## config.mk

```make
export PLATFORM = sky130hd
export DESIGN_NAME = attack_decay_envelope
export DESIGN_NICKNAME = d
export VERILOG_FILES = /design/src/rtl/core/ade_pkg.sv /design/src/rtl/core/attack_decay_envelope.sv
export VERILOG_INCLUDE_DIRS = /design/src /design/src/rtl/core
export SDC_FILE = /design/constraint.sdc
export NUM_CORES = 2
export LEC_CHECK = 0
export BUFFER_PORTS_ARGS = -buffer_cell sky130_fd_sc_hd__buf_2
export CORE_ASPECT_RATIO = 0.5
export CORE_UTILIZATION = 34
export DETAILED_ROUTE_END_ITERATION = 7
export PLACE_DENSITY_LB_ADDON = 0.05
export SYNTH_ARGS = -nofsm -noshare
export SYNTH_HDL_FRONTEND = slang
export SYNTH_SLANG_ARGS = --single-unit
```

## constraint.sdc

```tcl
create_clock -name clk -period 9.4 [get_ports clk]
set_input_delay 0.47 -clock clk [delete_from_list [all_inputs] [get_ports clk]]
set_output_delay 0.47 -clock clk [all_outputs]
set_load 0.02 [all_outputs]
```

## src/rtl/core/assert_macros.svh

```systemverilog
// assertion macros shared by the envelope rtl
// each macro expects signals named clk and rst in the enclosing module
`ifndef ASSERT_MACROS_SVH
`define ASSERT_MACROS_SVH

// same-cycle implication, checks off during reset
`define AST_IMPL(lbl, ante, cons, msg) \
  lbl: assert property (@(posedge clk) disable iff (rst) (ante) |-> (cons)) \
    else $error(msg);

// next-cycle implication, checks off during reset
`define AST_NEXT(lbl, ante, cons, msg) \
  lbl: assert property (@(posedge clk) disable iff (rst) (ante) |=> (cons)) \
    else $error(msg);

`endif

```

## src/rtl/core/ade_pkg.sv

```systemverilog
// shared types, constants and the control store of the envelope generator
// no dependencies
package ade_pkg;

  // field and register widths
  localparam int REG_W   = 24;             // attack/decay length registers
  localparam int OPW     = REG_W + 1;      // divider operand width, holds a + d
  localparam int REMW    = OPW + 1;        // divider partial remainder
  localparam int Q_W     = 16;             // level and phase words
  localparam int FRAC_W  = 15;             // decay base q, Q0.15
  localparam int SQ_W    = 2 * FRAC_W;     // q squared
  localparam int CUBE_W  = 3 * FRAC_W;     // q cubed
  localparam int DIV_STEPS = 16;           // quotient bits per division
  localparam int DCNT_W  = $clog2(DIV_STEPS + 1);

  localparam int COUNT_WIDTH_DEFAULT = 24;

  localparam logic [REG_W-1:0] ATTACK_RESET = REG_W'(480);
  localparam logic [REG_W-1:0] DECAY_RESET  = REG_W'(24000);
  localparam logic [Q_W-1:0]   Q_ONE        = 16'h8000;
  localparam logic [14:0]      TRIG_LEVEL   = 15'd16384;

  // register indexes
  localparam logic CFG_ATTACK = 1'b0;
  localparam logic CFG_DECAY  = 1'b1;

  // envelope stage codes
  localparam logic [1:0] ST_IDLE   = 2'd0;
  localparam logic [1:0] ST_ATTACK = 2'd1;
  localparam logic [1:0] ST_DECAY  = 2'd2;

  // what remains to compute for the current word
  typedef enum logic [1:0] {
    M_NONE    = 2'd0,  // level and phase already final
    M_ATK_END = 2'd1,  // level is full scale, phase still needed
    M_ATK     = 2'd2,  // attack ramp
    M_DEC     = 2'd3   // decay curve
  } mode_t;

  typedef enum logic [3:0] {
    U_NOP         = 4'd0,
    U_ACCEPT      = 4'd1,
    U_DIV_PHASE   = 4'd2,
    U_DIV_STEP    = 4'd3,
    U_PHASE_STORE = 4'd4,
    U_DIV_LEVEL   = 4'd5,
    U_LEVEL_STORE = 4'd6,
    U_MUL_SQ      = 4'd7,
    U_MUL_CUBE    = 4'd8,
    U_CUBE_STORE  = 4'd9,
    U_OUT         = 4'd10
  } uop_t;

  typedef enum logic [2:0] {
    C_NEVER       = 3'd0,
    C_ALWAYS      = 3'd1,
    C_NO_ITEM     = 3'd2,
    C_MODE_NONE   = 3'd3,
    C_DIV_MORE    = 3'd4,
    C_MODE_ATK_END = 3'd5,
    C_MODE_ATK    = 3'd6,
    C_OUT_BLOCKED = 3'd7
  } cond_t;

  typedef logic [3:0] pc_t;

  typedef struct packed {
    uop_t  op;
    cond_t cond;
    pc_t   target;
  } ctrl_t;

  // program labels
  localparam pc_t PC_ACC = 4'd0;
  localparam pc_t PC_BR  = 4'd1;
  localparam pc_t PC_PHL = 4'd2;
  localparam pc_t PC_PHR = 4'd3;
  localparam pc_t PC_PHS = 4'd4;
  localparam pc_t PC_LVL = 4'd5;
  localparam pc_t PC_LVR = 4'd6;
  localparam pc_t PC_LVS = 4'd7;
  localparam pc_t PC_MSQ = 4'd8;
  localparam pc_t PC_MCU = 4'd9;
  localparam pc_t PC_CUS = 4'd10;
  localparam pc_t PC_OUT = 4'd11;
  localparam pc_t PC_JMP = 4'd12;

  // control store
  function automatic ctrl_t ucode(input pc_t pc);
    ctrl_t cw;
    case (pc)
      PC_ACC: cw = '{U_ACCEPT,      C_NO_ITEM,      PC_ACC};
      PC_BR:  cw = '{U_NOP,         C_MODE_NONE,    PC_OUT};
      PC_PHL: cw = '{U_DIV_PHASE,   C_NEVER,        PC_ACC};
      PC_PHR: cw = '{U_DIV_STEP,    C_DIV_MORE,     PC_PHR};
      PC_PHS: cw = '{U_PHASE_STORE, C_MODE_ATK_END, PC_OUT};
      PC_LVL: cw = '{U_DIV_LEVEL,   C_NEVER,        PC_ACC};
      PC_LVR: cw = '{U_DIV_STEP,    C_DIV_MORE,     PC_LVR};
      PC_LVS: cw = '{U_LEVEL_STORE, C_MODE_ATK,     PC_OUT};
      PC_MSQ: cw = '{U_MUL_SQ,      C_NEVER,        PC_ACC};
      PC_MCU: cw = '{U_MUL_CUBE,    C_NEVER,        PC_ACC};
      PC_CUS: cw = '{U_CUBE_STORE,  C_NEVER,        PC_ACC};
      PC_OUT: cw = '{U_OUT,         C_OUT_BLOCKED,  PC_OUT};
      PC_JMP: cw = '{U_NOP,         C_ALWAYS,       PC_ACC};
      default: cw = '{U_NOP,        C_ALWAYS,       PC_ACC};
    endcase
    return cw;
  endfunction

endpackage

```

## src/rtl/core/attack_decay_envelope.sv

```systemverilog
// attack-decay envelope generator, microcoded sequencer over a shared
// radix-2 divider and a 30x15 multiplier; uses ade_pkg and assert_macros.svh
//
//  channel   direction  signals                              width
//  input     in         in_valid, in_stall, trigger_sample   16 signed
//  output    out        out_valid, out_stall, envelope_level,
//                       envelope_phase                       16 + 16 unsigned
//  config    in         cfg_write, cfg_index, cfg_data       1 + 24
//
// work per word: nothing when idle or at the end of decay, a phase division
// at the end of attack, phase then level division during attack, and these
// plus q^2 and q^3 during decay; the divisions are 16-step, on the one divider
// in_stall is low only while the sequencer sits on its accept step
// a finished word waits in the output register; the next word is taken
// only after it has been loaded there
// rst is synchronous: stage, counter, trigger history, sequencer and
// registers return to their defaults (attack 480, decay 24000)
`include "assert_macros.svh"

module attack_decay_envelope
  import ade_pkg::*;
#(
  parameter int COUNT_WIDTH = COUNT_WIDTH_DEFAULT
) (
  input  logic                   clk,
  input  logic                   rst,
  // trigger input
  input  logic                   in_valid,
  output logic                   in_stall,
  input  logic signed [Q_W-1:0]  trigger_sample,
  // envelope output
  output logic                   out_valid,
  input  logic                   out_stall,
  output logic [Q_W-1:0]         envelope_level,
  output logic [Q_W-1:0]         envelope_phase,
  // configuration
  input  logic                   cfg_write,
  input  logic                   cfg_index,
  input  logic [REG_W-1:0]       cfg_data
);

  // compare width wide enough for both the counter and the operands
  localparam int WIDE = (COUNT_WIDTH > OPW) ? COUNT_WIDTH : OPW;
  // largest count the divider operands can carry
  localparam logic [WIDE-1:0] N_CLAMP = WIDE'({OPW{1'b1}});

  // configuration registers
  logic [REG_W-1:0] attack_samples;
  logic [REG_W-1:0] decay_samples;

  // envelope state
  logic [1:0]             stage;
  logic [COUNT_WIDTH-1:0] elapsed_count;
  logic                   trigger_was_high;

  // sequencer
  pc_t   pc;
  pc_t   pc_next;
  ctrl_t cw;
  logic  take;
  mode_t mode;

  // datapath
  logic [OPW-1:0]    n_work;      // count value used for this word
  logic [Q_W-1:0]    level;
  logic [Q_W-1:0]    phase;
  logic [REMW-1:0]   rem;
  logic [OPW-1:0]    den;
  logic [Q_W-1:0]    quo;
  logic [DCNT_W-1:0] div_cnt;
  logic [FRAC_W-1:0] qbase;
  logic [CUBE_W-1:0] prod;

  // combinational helpers
  logic                   in_accept;
  logic                   high;
  logic                   rise;
  logic [1:0]             st0;
  logic [COUNT_WIDTH-1:0] n0;
  logic [COUNT_WIDTH-1:0] n1;
  logic                   counting;
  logic [WIDE-1:0]        n1_wide;
  logic                   ge_a;
  logic                   ge_d;
  logic [OPW-1:0]         total;
  logic [OPW-1:0]         ph_num;
  logic [OPW-1:0]         lv_num;
  logic [OPW-1:0]         lv_den;
  logic [REMW-1:0]        trial;
  logic                   qbit;
  logic [SQ_W-1:0]        mul_a;
  logic [CUBE_W-1:0]      mul_p;
  logic                   out_load;

  assign cw        = ucode(pc);
  assign in_stall  = (pc != PC_ACC);
  assign in_accept = in_valid && !in_stall;

  // trigger edge and stage advance for the incoming word
  assign high     = !trigger_sample[Q_W-1] && (trigger_sample[Q_W-2:0] > TRIG_LEVEL);
  assign rise     = high && !trigger_was_high;
  assign st0      = rise ? ST_ATTACK : stage;
  assign n0       = rise ? '0 : elapsed_count;
  assign counting = (st0 == ST_ATTACK) || (st0 == ST_DECAY);
  // counter saturates at all ones
  assign n1       = (counting && (n0 != '1)) ? n0 + 1'b1 : n0;
  assign n1_wide  = WIDE'(n1);
  assign ge_a     = n1_wide >= WIDE'(attack_samples);
  assign ge_d     = n1_wide >= WIDE'(decay_samples);

  // divider operands
  assign total  = {1'b0, attack_samples} + {1'b0, decay_samples};
  assign ph_num = (mode == M_DEC) ? {1'b0, attack_samples} + n_work : n_work;
  assign lv_num = (mode == M_DEC) ? {1'b0, decay_samples} - n_work : n_work;
  assign lv_den = (mode == M_DEC) ? {1'b0, decay_samples} : {1'b0, attack_samples};

  // restoring step; first step compares the dividend unshifted
  assign trial = (div_cnt == DCNT_W'(DIV_STEPS)) ? rem : {rem[REMW-2:0], 1'b0};
  assign qbit  = trial >= {1'b0, den};

  // shared multiplier: q*q, then q^2*q
  assign mul_a = (cw.op == U_MUL_CUBE) ? prod[SQ_W-1:0] : SQ_W'(qbase);
  assign mul_p = {{FRAC_W{1'b0}}, mul_a} * {{SQ_W{1'b0}}, qbase};

  // output register loads when empty or being drained
  assign out_load = (cw.op == U_OUT) && !(out_valid && out_stall);

  // branch condition
  always_comb begin
    case (cw.cond)
      C_NEVER:        take = 1'b0;
      C_ALWAYS:       take = 1'b1;
      C_NO_ITEM:      take = !in_accept;
      C_MODE_NONE:    take = (mode == M_NONE);
      C_DIV_MORE:     take = (div_cnt > DCNT_W'(1));
      C_MODE_ATK_END: take = (mode == M_ATK_END);
      C_MODE_ATK:     take = (mode == M_ATK);
      C_OUT_BLOCKED:  take = out_valid && out_stall;
      default:        take = 1'b0;
    endcase
    pc_next = take ? cw.target : pc + 1'b1;
  end

  // configuration writes
  always_ff @(posedge clk) begin
    if (rst) begin
      attack_samples <= ATTACK_RESET;
      decay_samples  <= DECAY_RESET;
    end else if (cfg_write) begin
      case (cfg_index)
        CFG_ATTACK: attack_samples <= cfg_data;
        CFG_DECAY:  decay_samples  <= cfg_data;
        default: ;
      endcase
    end
  end

  // sequencer, envelope state and output handshake
  always_ff @(posedge clk) begin
    if (rst) begin
      pc               <= PC_ACC;
      stage            <= ST_IDLE;
      elapsed_count    <= '0;
      trigger_was_high <= 1'b0;
      mode             <= M_NONE;
      out_valid        <= 1'b0;
    end else begin
      pc <= pc_next;
      if (out_load) begin
        out_valid <= 1'b1;
      end else if (out_valid && !out_stall) begin
        out_valid <= 1'b0;
      end
      if ((cw.op == U_ACCEPT) && in_accept) begin
        trigger_was_high <= high;
        case (st0)
          ST_ATTACK: begin
            if (ge_a) begin
              mode          <= M_ATK_END;
              stage         <= ST_DECAY;
              elapsed_count <= '0;
            end else begin
              mode          <= M_ATK;
              stage         <= ST_ATTACK;
              elapsed_count <= n1;
            end
          end
          ST_DECAY: begin
            mode          <= ge_d ? M_NONE : M_DEC;
            stage         <= ge_d ? ST_IDLE : ST_DECAY;
            elapsed_count <= n1;
          end
          default: begin
            mode <= M_NONE;
          end
        endcase
      end
    end
  end

  // datapath registers
  always_ff @(posedge clk) begin
    case (cw.op)
      U_ACCEPT: begin
        if (in_accept) begin
          // a count past the operand range still reads as full progress
          n_work <= (n1_wide > N_CLAMP) ? '1 : n1_wide[OPW-1:0];
          if ((st0 == ST_ATTACK) && ge_a) begin
            level <= Q_ONE;
          end else if (!((st0 == ST_ATTACK) || ((st0 == ST_DECAY) && !ge_d))) begin
            // idle or end of decay
            level <= '0;
            phase <= '0;
          end
        end
      end
      U_DIV_PHASE: begin
        rem     <= {1'b0, ph_num};
        den     <= total;
        div_cnt <= DCNT_W'(DIV_STEPS);
      end
      U_DIV_LEVEL: begin
        rem     <= {1'b0, lv_num};
        den     <= lv_den;
        div_cnt <= DCNT_W'(DIV_STEPS);
      end
      U_DIV_STEP: begin
        rem     <= qbit ? trial - {1'b0, den} : trial;
        quo     <= {quo[Q_W-2:0], qbit};
        div_cnt <= div_cnt - 1'b1;
      end
      U_PHASE_STORE: begin
        // progress at or past the full length, zero total included, is full scale
        phase <= (ph_num >= total) ? Q_ONE : quo;
      end
      U_LEVEL_STORE: begin
        level <= quo;
        qbase <= quo[FRAC_W-1:0];
      end
      U_MUL_SQ, U_MUL_CUBE: begin
        prod <= mul_p;
      end
      U_CUBE_STORE: begin
        level <= {1'b0, prod[CUBE_W-1:SQ_W]};
      end
      U_OUT: begin
        if (out_load) begin
          envelope_level <= level;
          envelope_phase <= phase;
        end
      end
      default: ;
    endcase
  end

  `AST_NEXT(a_one_word_at_a_time, in_accept, in_stall, "input taken while a word is in flight")
  `AST_IMPL(a_out_in_range, out_valid,
    (envelope_level <= Q_ONE) && (envelope_phase <= Q_ONE), "output above full scale")
  `AST_IMPL(a_idle_gives_zero, (pc == PC_OUT) && (mode == M_NONE),
    (level == '0) && (phase == '0), "idle word not zero")
  `AST_IMPL(a_div_count_live, cw.op == U_DIV_STEP,
    (div_cnt != '0) && (div_cnt <= DCNT_W'(DIV_STEPS)), "divider stepped out of range")

endmodule

```

==> metrics.md <==
| Metric | Value |
|---|---|
| Diodes inserted | `0` |
| Top cell by count, worst path | `fa_1` |
| Startpoint types | `flop` |
| Slowest cell on the critical path | `or3_1` |
| Area grow syn2layout | `8.65%` |
| Port bufs | `79` |
| CP Capture Type | `flop` |
| CTS max path bufs | `3` |
| I/O pin cnt | `80` |
| RSZ-0062 raised after global routing | `false` |
| CTS tree | `done` |
| Vias in the first global route | `27000` |
| Worst stage delay on the critical path | `0.72 ns` |
| Post-Layout Cell Count | `5156` |
| Antenna Nets Post-Route | `0` |
| Fillers | `a little over 10000` |
| Final instance area | `37500 µm²` |
| Synthesized Nets | `between 4000 and 5000` |
| Cts repair resizes | `0` |
| Sequential share of the synthesized area | `0.245` |
| Metal3 WL | `around 3300 µm` |
| Metal-1 WL | `48700 µm` |
| Clock latency on the worst-skew pair | `0.56 ns` |
| # setup viols final | `0` |
| Mapped cell area | `roughly 35000 µm²` |
| Tcrit/Tclk final | `0.897` |
| Starting Density | `0.344` |
| Pins Over Slew Limit | `0` |
| Worst-path clk slew | `about 0.060 ns` |
| Ys async rst share | `0` |
| Critical path endpoint | `prod[43]` |
| WP data required | `about 9.7 ns` |
| Wire per inst | `20.8 µm` |
| Yosys cell types | `98` |
| Die width | `453 µm` |
| Post-Route Setup TNS | `0 ns` |
| Worst hold path cell count | `3` |
| Pin count of the biggest net entering global routing | `159` |
| Top Layer Used | `met4` |
| Most common cell in the netlist | `inv_1` |
| Total track usage | `0.210` |
| Initial antenna violation count | `2` |
| Synth warnings | `0` |
| Hold_buf cts | `0` |
| Crit path kind | `reg -> reg` |
| GRT overflow | `0` |
| First-pass GRT wire length | `165000 µm` |
| Fmax | `119 MHz` |
| Least-Margin Pin Slew | `between 1 and 1.5 ns` |
| Initial DRC count | `1681` |
| WL final | `107000 µm` |
| Synth top cells by count | `550 x inv_1, 506 x nand2_1, 366 x fa_1` |
| Crit path DAT | `8.74 ns` |
| Worst R2R Start | `cw[10]` |
| Reg2reg end | `prod[43]` |
| Post-DP HPWL | `between 80000 and 90000 µm` |
| Worst VDD drop | `0.156 mV` |
| Crit path launch | `cw[10]` |
| Placed insts | `5091` |
| Outcome | `finished clean` |
| Setup Fix Bufs, Post-CTS | `0` |
| Num CTS Buffers | `37` |
| Worst Hold Class | `in -> reg` |
| Hold_ws | `~0.17 ns` |
| Final hold viol count | `0` |
| Clk root buf | `clkbuf_16` |
| Fin nets | `approximately 4500` |
| Crit-path max FO | `21` |
| Clock Sinks | `about 310` |
| FF-to-FF path depth | `25` |
| RePlAce Congestion | `0.847` |
| Syn Area/Cell | `9.09 µm²` |
| Reg area | `roughly 8500 µm²` |
| WL met2 | `~53000 µm` |
| Synth Instances | `3797` |
| Pre-Repair DR Iteration Count | `5` |
| Main synth FF type | `edfxtp_1` |
| # rows | `82` |
| Clk_skew | `0.0130 ns` |
| Number of synthesized flops with an enable pin | `220` |
| Area contributors post-synth | `fa_1 21%, edfxtp_1 19%, ha_1 11%` |
| Area of the die | `103000 µm²` |
| Placed inst area | `36300 µm²` |
| DRC viols | `0` |
| Max-slew headroom | `0.274` |
| Min cycle time layout | `8.43 ns` |
| Final core occ | `0.374` |
| Max-Cap Viols | `0` |
| CORE AREA | `100000 µm²` |
| Static Leak | `17.1 nW` |
| Die Y-Extent | `around 230 µm` |
| R2R Setup Slk | `between 0.9 and 1 ns` |
| PwrDens | `about 190 nW/µm²` |
| Htree depth | `2` |
| Yosys reg bits | `313` |
| Vias/cell | `5.10` |
| Post-synth top area share | `0.212` |
| Vias | `26300` |
| Fraction of layout cells with a size suffix above 1 | `0.0693` |
| Multi-input gate area | `23400 µm²` |
| Synth area leader | `fa_1` |
flip-flops by register name (all words and copies together), names as in the netlist, 24 cells and up:
register	flops
n_work	24
prod	45
elapsed_count	24
attack_samples	24
rem	26
den	25
decay_samples	24
worst min path at each step:
stage                     start                 end  slack, ns
floorplan              level[0]   envelope_level[0]       0.40
global placement      phase[14]  envelope_phase[14]       0.40
detailed placement    level[10]  envelope_level[10]       0.41
CTS                 cfg_data[0]    decay_samples[0]       0.12
global route        cfg_data[0]    decay_samples[0]       0.14
finish              cfg_data[0]   attack_samples[0]       0.17
kinds of logic after synthesis:
kind of cell               count (synthesis)  synth area share
AOI/OAI and AO/OA                        727             0.138
adders and majority gates                658             0.318
muxes                                     47            0.0146
DFF                                      313             0.245
and+or+nand+nor                         1192             0.169
xor gates and xnor gates                 140            0.0355
buffers and inverters                    720            0.0792
metrics by stage:
stage / total power, mW / worst slack [ns]
after floorplan: 4.71 / 2.27
after global placement: 5.74 / 1.10
after detailed placement: 5.73 / 0.997
after CTS: 7.24 / 0.967
after global routing: 7.74 / 0.398
final: 7.13 / 0.967
per-layer routing:
metal,vias to the layer above,GRT usage
met5,-,0
met4,0,0.0367
met3,84,0.0201
met2,355,0.373
met1,13100,0.281
li1,12700,-
where the power goes:
group | leakage [nW] | internal (mW) | switching (mW)
Combinational | 13.7 | 1.46 | 2.20
Clock | 0.581 | 0.820 | 0.627
Sequential | 2.80 | 1.85 | 0.170
Total | 17.1 | 4.13 | 3.00
area by class of cell:
type	count	area share
clock buffers	48	0.0280
clock inverters	17	0.00354
inverters	550	0.0550
multi-input cells	2764	0.624
flip-flops and latches	313	0.226
well taps	1344	0.0448
repair buffers	120	0.0191
worst max-delay path: cells and delay by family (launching register included):
kind / cells / cell delay, ns
fa+ha+maj: 7 / 3.35
xor+xnor: 1 / 0.13
flops: 1 / 0.48
buf+inv: 5 / 0.57
compound gates: 5 / 1.56
simple gates: 7 / 2.08
cells in the final DEF (no fill, tap or decap), types with 23 or more instances in the layout:
cell type	synthesis	routed
and2_1	159	159
clkbuf_16	0	39
buf_4	0	40
nand4_1	31	31
nand2b_1	23	23
nor3_1	39	37
xnor2_1	85	85
a21oi_1	212	209
mux2_2	28	28
xor2_1	55	55
o21ai_0	170	169
and3_1	139	139
nand3_1	64	64
fa_1	366	366
ha_1	292	292
buf_2	6	79
edfxtp_1	220	220
nand2_1	506	505
o21a_1	42	42
inv_1	550	550
dfxtp_1	93	93
nor2_1	125	123
a21o_1	82	82
Power figures use the tool's default switching activity.
